==> config.mk <==
export PLATFORM = sky130hd
export DESIGN_NAME = lpt_controller
export DESIGN_NICKNAME = d
export VERILOG_FILES = /design/src/hw/rtl/lpt_pkg.sv /design/src/hw/rtl/lpt_controller.sv
export SDC_FILE = /design/constraint.sdc
export NUM_CORES = 1
export LEC_CHECK = 0
export BUFFER_PORTS_ARGS = -buffer_cell sky130_fd_sc_hd__buf_2
export CAP_MARGIN = 10
export CORE_AREA = 4 4 140 142
export CTS_CLUSTER_SIZE = 24
export DETAILED_ROUTE_END_ITERATION = 12
export DIE_AREA = 0 0 144 146
export MAX_ROUTING_LAYER = met4
export PLACE_DENSITY = 0.52
export SETUP_SLACK_MARGIN = 0.3
export SLEW_MARGIN = 10
export SYNTH_ARGS = -nofsm -noshare
export SYNTH_HDL_FRONTEND = slang
export SYNTH_SLANG_ARGS = --single-unit
==> constraint.sdc <==
create_clock -name clk -period 2.9 [get_ports clk]
set_input_delay 0.145 -clock clk [delete_from_list [all_inputs] [get_ports clk]]
set_output_delay 0.145 -clock clk [all_outputs]
set_load 0.05 [all_outputs]
==> src/hw/rtl/lpt_pkg.sv <==
// lookahead path tracker shared types, register indexes and constants
// no dependencies
package lpt_pkg;

  localparam int CfgIdxW = 3;

  typedef enum logic [CfgIdxW-1:0] {
    REG_BASE_SPEED    = 3'd0,
    REG_YAW_GAIN      = 3'd1,
    REG_LOOKAHEAD     = 3'd2,
    REG_GOAL_TOL      = 3'd3,
    REG_REQUEST_DIST  = 3'd4,
    REG_OBST_THRESH   = 3'd5,
    REG_SECTOR_HALF   = 3'd6,
    REG_OBST_GAIN     = 3'd7
  } reg_idx_t;

  typedef enum logic [1:0] {
    OP_POINT = 2'd0,
    OP_SCAN  = 2'd1,
    OP_TICK  = 2'd2,
    OP_NONE  = 2'd3
  } op_t;

  typedef struct packed {
    logic [1:0]         op;
    logic signed [31:0] pos_x;
    logic signed [31:0] pos_y;
    logic               first;
    logic signed [15:0] angle;
    logic [31:0]        beam_range;
    logic               range_finite;
    logic signed [15:0] speed_set;
    logic [7:0]         mode;
  } in_item_t;

  typedef struct packed {
    logic [15:0]        speed;
    logic signed [31:0] yaw_rate;
    logic               goal_flag;
    logic               stopped;
  } out_item_t;

  typedef struct packed {
    logic [15:0] base_speed;
    logic [15:0] yaw_gain;
    logic [31:0] pass_radius;
    logic [31:0] stop_radius;
    logic [31:0] notify_radius;
    logic [31:0] obstacle_threshold;
    logic [14:0] sector_half_angle;
    logic [15:0] avoid_gain;
  } cfg_t;

  // distance compare selector
  typedef enum logic [1:0] {
    DSEL_REQ  = 2'd0,
    DSEL_TOL  = 2'd1,
    DSEL_LOOK = 2'd2,
    DSEL_NONE = 2'd3
  } dsel_t;

  // controller to datapath commands
  typedef struct packed {
    logic  latch_in;
    logic  load_diff;
    logic  load_sq;
    logic  load_cmp;
    dsel_t dsel;
    logic  cordic_init;
    logic  cordic_step;
    logic  load_err;
    logic  load_prod;
    logic  load_rate;
  } dp_cmd_t;

  // datapath to controller status
  typedef struct packed {
    logic less;
  } dp_sts_t;

  localparam int CordicSteps = 14;
  localparam int AngW        = 18;
  localparam int CordW       = 36;
  localparam logic signed [AngW-1:0] PiQ13     = 18'sd25736;
  localparam logic signed [AngW-1:0] TwoPiQ13  = 18'sd51472;
  localparam logic signed [AngW-1:0] HalfPiQ13 = 18'sd12868;

  function automatic logic signed [AngW-1:0] atan_lut(input logic [3:0] i);
    logic signed [AngW-1:0] v;
    case (i)
      4'd0: v = 18'sd6434;
      4'd1: v = 18'sd3798;
      4'd2: v = 18'sd2007;
      4'd3: v = 18'sd1019;
      4'd4: v = 18'sd511;
      4'd5: v = 18'sd256;
      4'd6: v = 18'sd128;
      4'd7: v = 18'sd64;
      4'd8: v = 18'sd32;
      4'd9: v = 18'sd16;
      4'd10: v = 18'sd8;
      4'd11: v = 18'sd4;
      4'd12: v = 18'sd2;
      4'd13: v = 18'sd1;
      default: v = '0;
    endcase
    return v;
  endfunction

endpackage

==> src/hw/rtl/lpt_controller.sv <==
// tick sequencer and path, scan and goal bookkeeping
// depends on lpt_pkg
module lpt_controller
  import lpt_pkg::*;
#(
  parameter int PathDepth = 1024
) (
  input  logic                         clk,
  input  logic                         rst,
  input  logic                         start,
  input  in_item_t                     item,
  input  cfg_t                         cfg,
  input  dp_sts_t                      sts,
  output logic                         busy,
  output dp_cmd_t                      cmd,
  output logic [3:0]                   step,
  output logic                         obstacle,
  output logic                         ram_we,
  output logic [$clog2(PathDepth)-1:0] ram_addr,
  output logic                         done,
  output logic                         done_stop,
  output logic                         done_req
);
  localparam int AW = $clog2(PathDepth);
  localparam int CW = $clog2(PathDepth + 1);

  typedef enum logic [11:0] {
    S_IDLE  = 12'b000000000001,
    S_RDL   = 12'b000000000010,
    S_DIFF  = 12'b000000000100,
    S_SQ    = 12'b000000001000,
    S_CMP   = 12'b000000010000,
    S_JUDGE = 12'b000000100000,
    S_RDP   = 12'b000001000000,
    S_CORD  = 12'b000010000000,
    S_ERR   = 12'b000100000000,
    S_PROD  = 12'b001000000000,
    S_RATE  = 12'b010000000000,
    S_OUT   = 12'b100000000000
  } state_t;

  state_t        state, state_next;
  logic [CW-1:0] count;
  logic [AW-1:0] tidx;
  logic          greq, req_now;
  logic [1:0]    phase;   // 0 req, 1 tol, 2 lookahead walk
  logic          walking;
  logic          accept;
  logic signed [15:0] h;
  logic [AW-1:0] last;

  assign accept = start && state == S_IDLE;
  assign busy   = state != S_IDLE;
  assign last   = AW'(count - CW'(1));
  assign h      = 16'(signed'({1'b0, cfg.sector_half_angle}));

  always_ff @(posedge clk) begin
    if (rst) begin
      state    <= S_IDLE;
      count    <= '0;
      tidx     <= '0;
      greq     <= 1'b0;
      obstacle <= 1'b0;
      req_now  <= 1'b0;
      phase    <= '0;
      step     <= '0;
      walking  <= 1'b0;
    end else begin
      state <= state_next;
      if (accept) begin
        req_now <= 1'b0;
        phase   <= '0;
        case (op_t'(item.op))
          OP_POINT: begin
            if (item.first) begin
              tidx <= '0;
              greq <= 1'b0;
              count <= CW'(1);
            end else if (count < CW'(PathDepth)) begin
              count <= count + CW'(1);
            end
          end
          OP_SCAN: begin
            if (item.angle > -h && item.angle < h && item.range_finite &&
                item.beam_range < cfg.obstacle_threshold) begin
              obstacle <= 1'b1;
            end else if (item.first) begin
              obstacle <= 1'b0;
            end
          end
          default: ;
        endcase
      end
      if (state == S_JUDGE) begin
        case (phase)
          2'd0: begin
            if (!greq && sts.less) begin
              greq <= 1'b1;
              req_now <= 1'b1;
            end
            phase <= 2'd1;
          end
          2'd1: if (!sts.less) phase <= 2'd2;
          default: if (sts.less && walking) tidx <= tidx + AW'(1);
        endcase
      end
      if (state == S_RDP) begin
        walking <= tidx < last;
      end
      if (state == S_JUDGE && phase == 2'd1) begin
        walking <= tidx < last;
      end
      if (state == S_CORD) begin
        step <= step + 4'd1;
      end else begin
        step <= '0;
      end
    end
  end

  always_comb begin
    state_next = state;
    cmd        = '0;
    cmd.dsel   = DSEL_NONE;
    ram_we     = 1'b0;
    ram_addr   = tidx;
    done       = 1'b0;
    done_stop  = 1'b0;
    done_req   = req_now;
    case (phase)
      2'd0:    cmd.dsel = DSEL_REQ;
      2'd1:    cmd.dsel = DSEL_TOL;
      default: cmd.dsel = DSEL_LOOK;
    endcase
    case (state)
      S_IDLE: begin
        done_req = 1'b0;
        if (start) begin
          cmd.latch_in = 1'b1;
          case (op_t'(item.op))
            OP_POINT: begin
              ram_addr = item.first ? '0 : AW'(count);
              ram_we   = item.first || count < CW'(PathDepth);
            end
            OP_TICK: begin
              if (item.mode >= 8'd2) begin
                if (count < CW'(2)) begin
                  state_next = S_OUT;
                end else begin
                  state_next = S_RDL;
                end
              end
            end
            default: ;
          endcase
        end
      end
      S_RDL: begin
        ram_addr   = last;
        state_next = S_DIFF;
      end
      S_DIFF: begin
        cmd.load_diff = 1'b1;
        state_next    = S_SQ;
      end
      S_SQ: begin
        cmd.load_sq = 1'b1;
        state_next  = S_CMP;
      end
      S_CMP: begin
        cmd.load_cmp = 1'b1;
        state_next   = S_JUDGE;
      end
      S_JUDGE: begin
        case (phase)
          2'd0: state_next = S_SQ;
          2'd1: begin
            if (sts.less) begin
              state_next = S_OUT;
            end else begin
              state_next = S_RDP;
            end
          end
          default: begin
            if (sts.less && walking) begin
              ram_addr   = tidx + AW'(1);
              state_next = S_RDP;
            end else begin
              cmd.cordic_init = 1'b1;
              state_next      = S_CORD;
            end
          end
        endcase
        if (phase == 2'd0) begin
          cmd.dsel = DSEL_TOL;
        end
      end
      S_RDP: begin
        state_next = S_DIFF;
      end
      S_CORD: begin
        cmd.cordic_step = 1'b1;
        if (step == 4'(CordicSteps - 1)) begin
          state_next = S_ERR;
        end
      end
      S_ERR: begin
        cmd.load_err = 1'b1;
        state_next   = S_PROD;
      end
      S_PROD: begin
        cmd.load_prod = 1'b1;
        state_next    = S_RATE;
      end
      S_RATE: begin
        cmd.load_rate = 1'b1;
        state_next    = S_OUT;
      end
      S_OUT: begin
        done       = 1'b1;
        done_stop  = phase != 2'd2;
        state_next = S_IDLE;
      end
      default: state_next = S_IDLE;
    endcase
  end

  assert property (@(posedge clk) disable iff (rst) count <= CW'(PathDepth))
    else $error("point count overflow");
  assert property (@(posedge clk) disable iff (rst)
      count >= CW'(2) |-> tidx <= last)
    else $error("target index beyond last point");
  assert property (@(posedge clk) disable iff (rst) done |=> !busy)
    else $error("busy after result");
endmodule

==> impl_results.md <==
* CP required at 2760 ps
* Mean post-synth cell area at between 7 and 8 µm²
* #FFs+latches synth at 43
* Die Ht at about 150 µm
* CP max stage cell: dfxtp_1
* Worst setup EP type: primary output
* Io pins at 366
* Clock Power Share at 0.321
* DR iter-0 viols at 213
* Die W at ~140 µm
* Largest net degree at the start of global routing at 18
* Post-route setup TNS at 0 ps
* Critical-path maximum fanout at 6
* Fill cells at 2017
* Hold buffers post-CTS at 0
* Via/cell ratio at a little under 5
* RSZ-0062 raised after global routing: false
* Mapped Cells at a little over 600
* Root buffer cell: clkbuf_16
* Synth area leaders: ha_1, dfxtp_1, inv_1, nor2_1, a21oi_1
* Primary FF master, synth: dfxtp_1
* P&R area growth vs syn at 28.3%
* Worst Tran Pin Value at 583 ps
* CP cell instances: ha_1 -> and3_1 -> and3_1 -> and3_1 -> o21ai_0 -> a211o_1 -> buf_2
* Pwr Density at ~300 mW/mm²
* Tmin final at between 2000 and 2500 ps
* Fraction of layout cells with a size suffix above 1 at 0.254
* CP max stage delay at 450 ps
* Number of remaining DRC errors at 0
* Startpoint types: register
* Initial core utilization at 0.249
* Synth top area share at 0.207
* Crit path DAT at about 2300 ps
* Critical path type: reg -> out
* Final Slew Violations at 0
* Fin. Hold Viols at 0
* First-pass DRT Iterations at 4
* H-tree depth at 2
* Syn Nets at 1024
* Final setup vio count at 0
* Row count at 50
* # nets final at 1170
* Synth cell types at 57
* Die area at 0.0210 mm²
* Top cells by count, synth: ha_1, inv_1, nor2_1
* Internal power at 1.16 mW
* Worst Skew at 6.67 ps
* GR Util All Layers at 0.145
* Static Leak at 2.96 nW
* GRT overflow at 0
* Syn Std Cell Area at 0.00460 mm²
* Max_cap viols at 0
* Combinational share of power at 0.338
* Total routed wirelength at 14.9 mm
* Number of flops mapped to enable cells by yosys at 0
* First-pass GRT wire length at 23.7 mm
* Status: completed
* Sequential-to-total area share from yosys stat at 0.187
* Worst-path clk slew at 60 ps
* Antenna violations before repair at 1
* Peak Freq at 0.403 GHz
* Count leader, synth: ha_1
* Async set-reset flop share out of synthesis at 0
* DP Wirelength at 12.6 mm
* Worst-Skew Late Latency at 300 ps
* CTS sink cnt at 43
* Synth Warn # at 0
* Worst min-delay path class: in -> reg
* Fin crit share at 0.855
* Routability Congestion at around 0.86
* Synth area leader: ha_1
* CP most frequent cell: and3_1
* Vias in the first global route at 4636
* Routed length per placed instance at ~15 µm
* Switching Fraction at 0.349
* Setup WS pre-CTS at about 95 ps
* Via count at just under 5k
* Final setup margin at ~420 ps
* Rel. slew slack at 0.610
* Port Buffer Count at 140
* Clk buf depth at 2
* Max VDD drop at roughly 180 µV
* Core ar. at 0.0185 mm²
* DRT antenna net count at 0
* P_sw at 624 µW
* Sequential Power Share at 0.341
* TritonCTS buffer count at 5
* CTS tree: done
## worst max-delay path, delay by kind of cell, from the launching register on
family	cells	cell delay, ps
buf+inv	1	220
fa+ha+maj	1	310
simple gates	3	660
compound gates	2	400
flops	1	450
## final cells by class
cell class,instances,area [µm²],share of cell area
inverter,62,233,0.0395
multi-input combinational,487,3510,0.595
sequential,43,865,0.147
clock inverter,2,12.5,0.00212
tap,234,293,0.0496
clock buffer,6,129,0.0218
antenna,1,2.50,0.000424
timing repair buffer,160,853,0.145
## registers in the layout, summed over array words and instances (netlist names)
signal    flops
count        11
greq          1
obstacle      1
phase         2
req_now       1
state        12
step          4
tidx         10
walking       1
## layer usage
layer | share of wire | up-vias | global-route usage
li1 | - | 2520 | -
met1 | 0.48 | 2188 | 0.200
met2 | 0.44 | 155 | 0.216
met3 | 0.065 | 14 | 0.0296
met4 | 0.016 | 0 | 0.0358
met5 | 0 | - | -
## worst paths after layout
path	startpoint	to	slack, ps	cells after the start
worst max register to register	count[7]$_SDFFE_PP0P_	walking$_SDFFE_PP0P_	510	8
worst min register to register	step[0]$_SDFF_PP0_	step[0]$_SDFF_PP0_	480	1
worst max-delay path	tidx[1]$_SDFF_PP0_	ram_addr[8]	420	7
worst min-delay path	sts	greq$_SDFF_PP0_	200	3
## cells in the final DEF (no fill, tap or decap), types with 9 or more instances in the layout
cell,count
nand2_1,39
nand4_1,20
ha_1,76
a21oi_1,41
o21ai_0,32
xnor2_1,18
buf_2,139
nor2_1,54
xor2_1,15
buf_4,21
and3_1,15
nand3_1,24
inv_1,61
a31oi_1,9
nor3_1,16
dfxtp_1,40
a21o_1,11
## through the flow
stage | power (mW) | std cells | area [µm²] | hold slack [ps] | util
after floorplan | 0.992 | 613 | 4610 | 304 | -
after global placement | 1.22 | 986 | 5670 | 464 | 0.307
after detailed placement | 1.22 | 986 | 5670 | 472 | 0.307
after CTS | 1.80 | 994 | 5820 | 196 | 0.316
after global routing | 1.91 | 995 | 5900 | 217 | 0.320
final | 1.79 | 995 | 5900 | 199 | 0.320
## power by group through the flow
stage	Combinational (mW)	Sequential (mW)	Clock, mW
after CTS	0.604	0.607	0.592
after detailed placement	0.597	0.621	0
final	0.604	0.609	0.575
after floorplan	0.372	0.620	0
after global placement	0.596	0.621	0
after global routing	0.684	0.610	0.621
## logic make-up after synthesis
family,count (synthesis),synth area share
simple gates,230,0.267
compound gates,148,0.206
buf+inv,83,0.0694
fa+ha+maj,76,0.207
flops,43,0.187
xor+xnor,33,0.0629
## timing repair
item                                    4_1_cts  5_1_grt
gates resized for setup                       3       18
endpoints found under the setup margin        8       11
pin swaps                                     0        5
setup buffers                                 0        0
No activity file was read; power rests on OpenSTA's default activity.
